`src/hw/rtl/fla_pkg.sv`:
```
// fla_pkg: shared types and codes of the free list node allocator.
// No dependencies; used by fla_ctrl, fla_dp, free_list_node_allocator and the testbench.
package fla_pkg;

  localparam int SLOT_W   = 8;
  localparam int STATUS_W = 2;
  localparam int FRESH_W  = SLOT_W + 1;
  localparam int SLOT_SPACE = 1 << SLOT_W;

  typedef enum logic {
    CMD_GET    = 1'b0,
    CMD_RETURN = 1'b1
  } cmd_t;

  typedef enum logic [STATUS_W-1:0] {
    STS_GRANTED   = 2'd0,
    STS_RETURNED  = 2'd1,
    STS_EXHAUSTED = 2'd2
  } status_t;

  // one link memory entry: next slot plus end-of-list flag
  typedef struct packed {
    logic              last;
    logic [SLOT_W-1:0] next;
  } link_t;

  // controller -> datapath
  typedef struct packed {
    logic accept;    // input item taken this cycle
    logic pop_done;  // head link read back, finish the pop
  } dp_cmd_t;

  // datapath -> controller
  typedef struct packed {
    logic need_lookup;  // presented item is a get served from the free list
  } dp_sts_t;

endpackage

```
`src/hw/rtl/fla_ctrl.sv`:
```
// fla_ctrl: handshake controller of the allocator.
// Depends on fla_pkg; drives fla_dp through dp_cmd_t, reads dp_sts_t.
module fla_ctrl (
  input  logic             clk,
  input  logic             rst_n,
  input  logic             in_valid,
  output logic             in_ready,
  output logic             out_valid,
  input  logic             out_ready,
  output fla_pkg::dp_cmd_t cmd,
  input  fla_pkg::dp_sts_t sts
);

  typedef enum logic [1:0] {
    ST_IDLE   = 2'b01,
    ST_LOOKUP = 2'b10
  } state_t;

  state_t state_r, state_nxt;
  logic   out_valid_r, out_valid_nxt;
  logic   accept;
  logic   out_free;

  assign out_free = !out_valid_r || out_ready;
  assign in_ready = (state_r == ST_IDLE) && out_free;
  assign accept   = in_valid && in_ready;
  assign out_valid = out_valid_r;

  assign cmd.accept   = accept;
  assign cmd.pop_done = (state_r == ST_LOOKUP);

  always_comb begin
    state_nxt     = state_r;
    out_valid_nxt = out_valid_r && !out_ready;
    case (state_r)
      ST_IDLE: begin
        if (accept) begin
          if (sts.need_lookup) begin
            state_nxt = ST_LOOKUP;
          end else begin
            out_valid_nxt = 1'b1;
          end
        end
      end
      ST_LOOKUP: begin
        state_nxt     = ST_IDLE;
        out_valid_nxt = 1'b1;
      end
      default: begin
        state_nxt     = ST_IDLE;
        out_valid_nxt = 1'b0;
      end
    endcase
  end

  always_ff @(posedge clk) begin
    if (!rst_n) begin
      state_r     <= ST_IDLE;
      out_valid_r <= 1'b0;
    end else begin
      state_r     <= state_nxt;
      out_valid_r <= out_valid_nxt;
    end
  end

  a_lookup_blocks_input: assert property (@(posedge clk) disable iff (!rst_n)
    (state_r == ST_LOOKUP) |-> !in_ready)
    else $error("input taken during head lookup");

  a_lookup_yields_result: assert property (@(posedge clk) disable iff (!rst_n)
    (state_r == ST_LOOKUP) |=> out_valid_r && (state_r == ST_IDLE))
    else $error("head lookup did not produce a result");

  a_pop_enters_lookup: assert property (@(posedge clk) disable iff (!rst_n)
    (accept && sts.need_lookup) |=> (state_r == ST_LOOKUP))
    else $error("free list get did not start a lookup");

endmodule

```
`src/hw/rtl/fla_dp.sv`:
```
// fla_dp: allocator datapath: link memory, list head, bump counter, result register.
// Depends on fla_pkg; controlled by fla_ctrl.
module fla_dp #(
  parameter int POOL_NODES = 256
) (
  input  logic                            clk,
  input  logic                            rst_n,
  input  fla_pkg::dp_cmd_t                cmd,
  output fla_pkg::dp_sts_t                sts,
  input  logic                            in_command,
  input  logic [fla_pkg::SLOT_W-1:0]      in_node_slot,
  output logic [fla_pkg::SLOT_W-1:0]      out_granted_slot,
  output logic [fla_pkg::STATUS_W-1:0]    out_status
);

  localparam int FRESH_LIMIT =
    (POOL_NODES < fla_pkg::SLOT_SPACE) ? POOL_NODES : fla_pkg::SLOT_SPACE;
  localparam logic [fla_pkg::FRESH_W-1:0] FRESH_MAX = fla_pkg::FRESH_W'(FRESH_LIMIT);

  fla_pkg::link_t link_mem [fla_pkg::SLOT_SPACE];
  fla_pkg::link_t rd_link_r;

  logic [fla_pkg::SLOT_W-1:0]   head_r, head_nxt;
  logic                         nonempty_r, nonempty_nxt;
  logic [fla_pkg::FRESH_W-1:0]  fresh_r, fresh_nxt;
  logic [fla_pkg::SLOT_W-1:0]   slot_r, slot_nxt;
  logic [fla_pkg::STATUS_W-1:0] status_r, status_nxt;
  logic                         is_return;
  logic                         wr_en;
  fla_pkg::link_t               wr_link;

  assign is_return = (fla_pkg::cmd_t'(in_command) == fla_pkg::CMD_RETURN);
  assign sts.need_lookup = !is_return && nonempty_r;

  assign wr_en        = cmd.accept && is_return;
  assign wr_link.next = head_r;
  assign wr_link.last = !nonempty_r;

  always_ff @(posedge clk) begin
    if (wr_en) begin
      link_mem[in_node_slot] <= wr_link;
    end
    rd_link_r <= link_mem[head_r];
  end

  always_comb begin
    head_nxt     = head_r;
    nonempty_nxt = nonempty_r;
    fresh_nxt    = fresh_r;
    slot_nxt     = slot_r;
    status_nxt   = status_r;
    if (cmd.pop_done) begin
      slot_nxt     = head_r;
      status_nxt   = fla_pkg::STS_GRANTED;
      head_nxt     = rd_link_r.next;
      nonempty_nxt = !rd_link_r.last;
    end else if (cmd.accept) begin
      if (is_return) begin
        head_nxt     = in_node_slot;
        nonempty_nxt = 1'b1;
        slot_nxt     = '0;
        status_nxt   = fla_pkg::STS_RETURNED;
      end else if (!nonempty_r) begin
        if (fresh_r < FRESH_MAX) begin
          slot_nxt   = fresh_r[fla_pkg::SLOT_W-1:0];
          status_nxt = fla_pkg::STS_GRANTED;
          fresh_nxt  = fresh_r + 1'b1;
        end else begin
          slot_nxt   = '0;
          status_nxt = fla_pkg::STS_EXHAUSTED;
        end
      end
    end
  end

  always_ff @(posedge clk) begin
    if (!rst_n) begin
      head_r     <= '0;
      nonempty_r <= 1'b0;
      fresh_r    <= '0;
    end else begin
      head_r     <= head_nxt;
      nonempty_r <= nonempty_nxt;
      fresh_r    <= fresh_nxt;
    end
    slot_r   <= slot_nxt;
    status_r <= status_nxt;
  end

  assign out_granted_slot = slot_r;
  assign out_status       = status_r;

  a_fresh_bounded: assert property (@(posedge clk) disable iff (!rst_n)
    fresh_r <= FRESH_MAX)
    else $error("bump counter beyond pool");

  a_return_fills_list: assert property (@(posedge clk) disable iff (!rst_n)
    (cmd.accept && is_return) |=> nonempty_r && (status_r == fla_pkg::STS_RETURNED))
    else $error("return did not push onto free list");

  a_pop_grants_head: assert property (@(posedge clk) disable iff (!rst_n)
    cmd.pop_done |=> (slot_r == $past(head_r)) && (status_r == fla_pkg::STS_GRANTED))
    else $error("pop did not grant list head");

endmodule

```
`src/hw/rtl/free_list_node_allocator.sv`:
```
// Free list node allocator: grants node slots from a linked free list of
// returned slots, then from a bump counter bounded by POOL_NODES (at most 256),
// and answers exhausted when both are empty. One result per command. A return,
// a bump-counter get and an exhausted get reach the output register in the
// cycle after the item is taken; a get served from the free list first passes
// through the head lookup state, because the link memory read that fetches the
// next head is registered, and then reaches the output register. A new item
// is taken once that register is empty or being drained in the same cycle and
// no head lookup is under way. The link memory needs no clearing after reset.
// Depends on fla_pkg, fla_ctrl and fla_dp.
module free_list_node_allocator #(
  parameter int POOL_NODES = 256
) (
  input  logic                          clk,
  input  logic                          rst_n,
  input  logic                          in_valid,
  output logic                          in_ready,
  input  logic                          in_command,
  input  logic [fla_pkg::SLOT_W-1:0]    in_node_slot,
  output logic                          out_valid,
  input  logic                          out_ready,
  output logic [fla_pkg::SLOT_W-1:0]    out_granted_slot,
  output logic [fla_pkg::STATUS_W-1:0]  out_status
);

  fla_pkg::dp_cmd_t dp_cmd;
  fla_pkg::dp_sts_t dp_sts;

  fla_ctrl u_ctrl (
    .clk       (clk),
    .rst_n     (rst_n),
    .in_valid  (in_valid),
    .in_ready  (in_ready),
    .out_valid (out_valid),
    .out_ready (out_ready),
    .cmd       (dp_cmd),
    .sts       (dp_sts)
  );

  fla_dp #(
    .POOL_NODES (POOL_NODES)
  ) u_dp (
    .clk              (clk),
    .rst_n            (rst_n),
    .cmd              (dp_cmd),
    .sts              (dp_sts),
    .in_command       (in_command),
    .in_node_slot     (in_node_slot),
    .out_granted_slot (out_granted_slot),
    .out_status       (out_status)
  );

endmodule

```
`config.mk`:
```
export PLATFORM = sky130hd
export DESIGN_NAME = free_list_node_allocator
export DESIGN_NICKNAME = d
export VERILOG_FILES = /design/src/hw/rtl/fla_pkg.sv /design/src/hw/rtl/fla_ctrl.sv /design/src/hw/rtl/fla_dp.sv /design/src/hw/rtl/free_list_node_allocator.sv
export SDC_FILE = /design/constraint.sdc
export NUM_CORES = 2
export LEC_CHECK = 0
export BUFFER_PORTS_ARGS = -buffer_cell sky130_fd_sc_hd__clkbuf_2
export CAP_MARGIN = 20
export CORE_ASPECT_RATIO = 1.2
export CORE_MARGIN = 4
export CORE_UTILIZATION = 35
export CTS_BUF_LIST = sky130_fd_sc_hd__clkbuf_4 sky130_fd_sc_hd__clkbuf_8
export CTS_CLUSTER_DIAMETER = 40
export CTS_CLUSTER_SIZE = 40
export DETAILED_ROUTE_END_ITERATION = 6
export SETUP_SLACK_MARGIN = 0.05
export SYNTH_ARGS = -nofsm -noshare
export SYNTH_HDL_FRONTEND = slang
export SYNTH_SLANG_ARGS = --single-unit
```
`constraint.sdc`:
```
create_clock -name clk -period 16.9 [get_ports clk]
set_clock_uncertainty 0.2 [all_clocks]
set_input_delay 0.845 -clock clk [delete_from_list [all_inputs] [get_ports clk]]
set_output_delay 0.845 -clock clk [all_outputs]
set_load 0.05 [all_outputs]
```
=== After elaboration in Yosys (flattened, before gate mapping) ===
Memory sizes are Yosys's and may differ from the RTL's. A register that Yosys moved wholly into a read port is not among the register bits.
Cells that the tools add are included.

* Reduce and logical (&&, ||, !) cells: 19
* $add $sub $neg: 1
* Multiplexer cells: 19
* Equality and inequality tests: 4
* $lt $le $gt $ge: 1
* Bitwise operators: 3

{| class="wikitable"
|+ Operators with widths
! kind !! number
|-
| 8-bit two-way mux || 8
|-
| 2-bit AND reduction || 5
|-
| 9-bit by 1-bit adder with 9-bit output, second input constant || 1
|-
| 9-bit less-than comparator, second input constant || 1
|-
| 1-bit two-way mux || 7
|-
| 2-bit two-way mux || 3
|-
| 1-bit logical AND || 5
|-
| 1-bit zero test || 5
|-
| 5-bit AND reduction || 1
|-
| 2-bit nonzero test || 2
|-
| 3-bit != test, second input constant || 1
|-
| 1-bit inverter || 3
|-
| 2-bit by 1-bit equality test with 1-bit output, second input constant || 1
|-
| 2-bit equality test, second input constant || 1
|-
| 2-bit != test, second input constant || 1
|-
| 1-bit case mux with 2 select lines || 1
|-
| 1-bit logical OR || 1
|}

* Memory bits (writable): 2304
* Memories kept: 1
* Flip-flop bits (word level): 31

{| class="wikitable"
|+ Memory list
! memory !! depth !! bits a word !! read ports !! clocked after memory_dff !! wr ports !! line !! text
|-
| u_dp.link_mem || 256 || 9 || 1 || 1 || 1 || fla_dp.sv:20 || <nowiki>fla_pkg::link_t link_mem [fla_pkg::SLOT_SPACE];</nowiki>
|}

=== Depth between registers and ports, before layout ===
* Depth in word-level cells: 7
* Mapped depth: 12
* Depth with buffers taken out: 7

=== By module ===
From an unflattened synthesis, not the netlist that was laid out.

* Cells, all modules: 4320
* Area, all modules: 90827.1 um^2

{| class="wikitable"
|+ By module, submodules not included
! module !! instances !! cells an instance !! sequential area each (um^2) !! area each (um^2)
|-
| fla_dp || 1 || 4301 || 70007.1 || 90651.9
|-
| fla_ctrl || 1 || 19 || 60.1 || 175.2
|}

=== Least setup slack after synthesis ===
OpenSTA, ideal clock, no wires.

* Path kind: flip-flop to flip-flop
* Start point: reg u_dp.head_r[1] in the netlist's numbering
* End point: reg u_dp.rd_link_r[8] (netlist name)
* Clock period less this slack: 5874 ps
* Setup slack: 11026 ps
* Required time: 16569 ps
* Cell stages (with the launch flop): 10
* Path buffers: 4
* Arrival time: 5543 ps
* Cell sequence: dfxtp_1 -> buf_4 -> buf_6 -> buf_4 -> clkbuf_1 -> mux4_2 -> a22oi_1 -> a21oi_1 -> nor4_1 -> nor4_2

{| class="wikitable"
|+ RTL lines
! what !! line !! text
|-
| from (decl) || fla_dp.sv:23 || <nowiki>logic [fla_pkg::SLOT_W-1:0] head_r, head_nxt;</nowiki>
|-
| from (signal assigned) || fla_dp.sv:82 || <nowiki>head_r <= head_nxt;</nowiki>
|}

==> impl_results.md <==
- Share of layout cells above drive strength 1: 0.210
- Fmax: ~0.18 GHz
- Hold_sp: in_command
- H-Tree Depth: 4
- Peak supply drop: about 0.06 mV
- Vias in the first global route: around 44000
- Starting Density: 0.351
- Least-Margin Pin Slew: around 1200 ps
- Async SR Flop Fraction: 0
- Reg2Reg Depth: 9
- CTS tree: done
- Power density cells: 107 nW/um2
- Post_cts resized: 0
- Die Span Y: 567 um
- Fillers: ~23000
- Hold depth: 4
- Vias per inst: 5.46
- EDFF count, synth: 2312
- Post-synthesis net count: 4331
- Outcome: completed
- RD Place Congestion: 0.798
- Hold path endpoint: u_ctrl.state_r[1]
- Post-synth top flop: edfxtp_1
- TNS Setup: 0 ps
- Rows: between 200 and 250
- Warnings, synthesis: 0
- Post-CTS setup repair buffer count: 0
- Post-DP HPWL: ~130000 um
- Post-route ant nets: 0
- Synth top area cells: edfxtp_1 (76%), mux4_2 (9.8%), mux4_1 (3.0%)
- I/O Pins: 25
- Setup slack, reg-to-reg: 11380 ps
- Longest Clk Path Bufs: 4
- Fin. Hold Viols: 0
- Crit Path Max Fanout: between 100 and 150
- Clock sink count: 2344
- RSZ-0062 raised after global routing: false
- CTS root buf: clkbuf_8
- DR vias: approximately 44000
- Pin count of the biggest net entering global routing: about 180
- Slew Limit Fails: 0
- Total chip power: about 11 mW
- CP Data Arrival Time: 6120 ps
- Overflow after GRT: 0
- Mapped cell area: between 90000 and 100000 um2
- Syn Area/Cell: about 21 um2
- Mapped Cells: 4315
- Reg2reg start: u_dp.head_r[0]
- P_leak: 29.5 nW
- Final #Nets: around 4400
- DRC violations left: 0
- Most area-hungry cell type in the Yosys netlist: edfxtp_1
- All-layer global routing usage: 0.160
- DR pass1 iterations: 7
- TritonCTS buffer count: 207
- Post-CTS Hold Fix Bufs: 1
- Critical Path Sink Type: register
- Register area share after synthesis: 0.769
- Post-DR wirelength/cell: approximately 27 um
- Die area: approximately 270000 um2
- Tmin final: about 5500 ps
- #FFs+latches synth: 2344
- R2R Path End: u_dp.rd_link_r[7]
- Worst Path Required: approximately 18000 ps
- First-pass GRT wire length: around 320000 um
- Yosys cell types: 72
- # port buffers: 24
- First DRT Iteration DRCs: approximately 4600
- Slew headroom: 0.201
- Skew-Pair Late Insertion Delay: 1010 ps
- Finish-stage setup viols: 0
- Final period utilization: 0.327
- CP Class: register to register
- Area grow syn2layout: 9.54%
- Initial antenna violation count: 10
- Routed wire length: between 200000 and 250000 um
- Core area: ~260000 um2
- Yosys top cell area share: 0.762
- Worst Setup Start Kind: register
- Maxcap violations: 0
- Die X: between 400 and 500 um
- Hold/Removal Path Class: primary input to register
- Worst-path clk slew: between 100 and 150 ps
## per-stage QoR
step,hold slack (ps),instances,area (um2),worst slack (ps),utilization
2_1_floorplan,250,4315,91200,11030,-
3_3_place_gp,243,7601,94900,10910,0.365
3_5_place_dp,249,7608,95000,11330,0.366
4_1_cts,0.00200,7987,99800,11290,0.384
5_1_grt,51.1,7994,99800,11120,0.385
6_report,86.5,7998,99900,11380,0.385
## how the worst max path moves through the flow
stage                         startpoint           endpoint  slack, ps
after global routing      u_dp.head_r[0]  u_dp.rd_link_r[6]      11120
final                     u_dp.head_r[0]  u_dp.rd_link_r[7]      11380
after CTS                 u_dp.head_r[0]  u_dp.rd_link_r[3]      11290
after floorplan           u_dp.head_r[1]  u_dp.rd_link_r[8]      11030
after detailed placement  u_dp.head_r[0]  u_dp.rd_link_r[3]      11330
after global placement    u_dp.head_r[0]  u_dp.rd_link_r[7]      10910
## worst max-delay path, stage by stage, from the launching register on
cell and delay, ps:
dfxtp_4 940, buf_4 630, buf_4 650, buf_12 630
mux4_2 630, nand2b_1 160, nand2_1 140, a21oi_1 190
nor4_2 750, nor4_1 140
## sequential cells by signal, summed over array words and instances, names as in the netlist
| name | count |
|---|---|
| u_dp.out_granted_slot | 8 |
| u_dp.link_mem | 2304 |
| u_dp.head_r | 8 |
| u_dp.out_status | 2 |
| u_dp.fresh_r | 9 |
| u_ctrl.state_r | 2 |
| u_dp.rd_link_r | 9 |
| u_ctrl.out_valid | 1 |
| u_dp.nonempty_r | 1 |
## synth_stat cells, drive strengths merged, types with 3 or more instances
library cell / instances
nor4b: 3
o22ai: 24
and2: 20
nor2b: 16
o31a: 7
nand2b: 12
buf: 152
o21ai: 65
nand3: 23
and3: 4
nor3b: 4
xnor2: 4
a22o: 34
mux2i: 171
a31oi: 9
nand2: 69
a221oi: 20
a21oi: 109
dfxtp: 32
a22oi: 155
ha: 3
a211oi: 21
inv: 9
nor3: 17
o221ai: 37
mux4: 499
or2: 5
a2111oi: 3
nor2: 292
o2bb2ai: 8
nand4: 4
nor4: 24
o32ai: 5
o21a: 5
a21boi: 6
clkbuf: 107
edfxtp: 2312
## cells by family after synthesis
group / count (synthesis) / synth area share
AOI/OAI and AO/OA: 516 / 0.0392
xor gates and xnor gates: 5 / 0.000480
adders and majority gates: 3 / 0.000412
buffers and inverters: 269 / 0.0198
DFF: 2344 / 0.769
muxes: 671 / 0.146
and+or+nand+nor: 507 / 0.0250
## power by group
| group | total, mW | switching [mW] | internal, mW |
|---|---|---|---|
| combinational | 0.561 | 0.373 | 0.188 |
| clock | 3.73 | 2.19 | 1.54 |
| sequential | 6.43 | 0.0305 | 6.40 |
| total | 10.7 | 2.59 | 8.13 |
## layer usage
metal,vias to the layer above,global-route usage,share of wire
li1,18312,-,-
met1,23482,0.213,0.40
met2,1554,0.270,0.50
met3,357,0.0220,0.065
met4,2,0.0531,0.034
met5,-,0,0.000059
## final cells by class
cell class,instances,area (um2),share of cell area
timing repair buffer,144,1160,0.0117
clock buffer,216,2940,0.0294
sequential,2344,70100,0.702
antenna,6,15.0,0.000150
multi-input combinational,1702,19400,0.195
clock inverter,162,1890,0.0189
tap,3415,4270,0.0428
inverter,9,41.3,0.000414
## cells in the final DEF, fill, tap and decap left out, drive strengths merged, types with 34 or more instances in the layout
| cell | instances |
|---|---|
| clkbuf | 242 |
| a21oi | 109 |
| buf | 117 |
| nand2 | 69 |
| mux2i | 171 |
| a22oi | 155 |
| a22o | 34 |
| inv | 82 |
| o221ai | 37 |
| edfxtp | 2312 |
| o21ai | 65 |
| clkinv | 52 |
| mux4 | 499 |
| nor2 | 292 |
(Power assumes the default switching activity.)
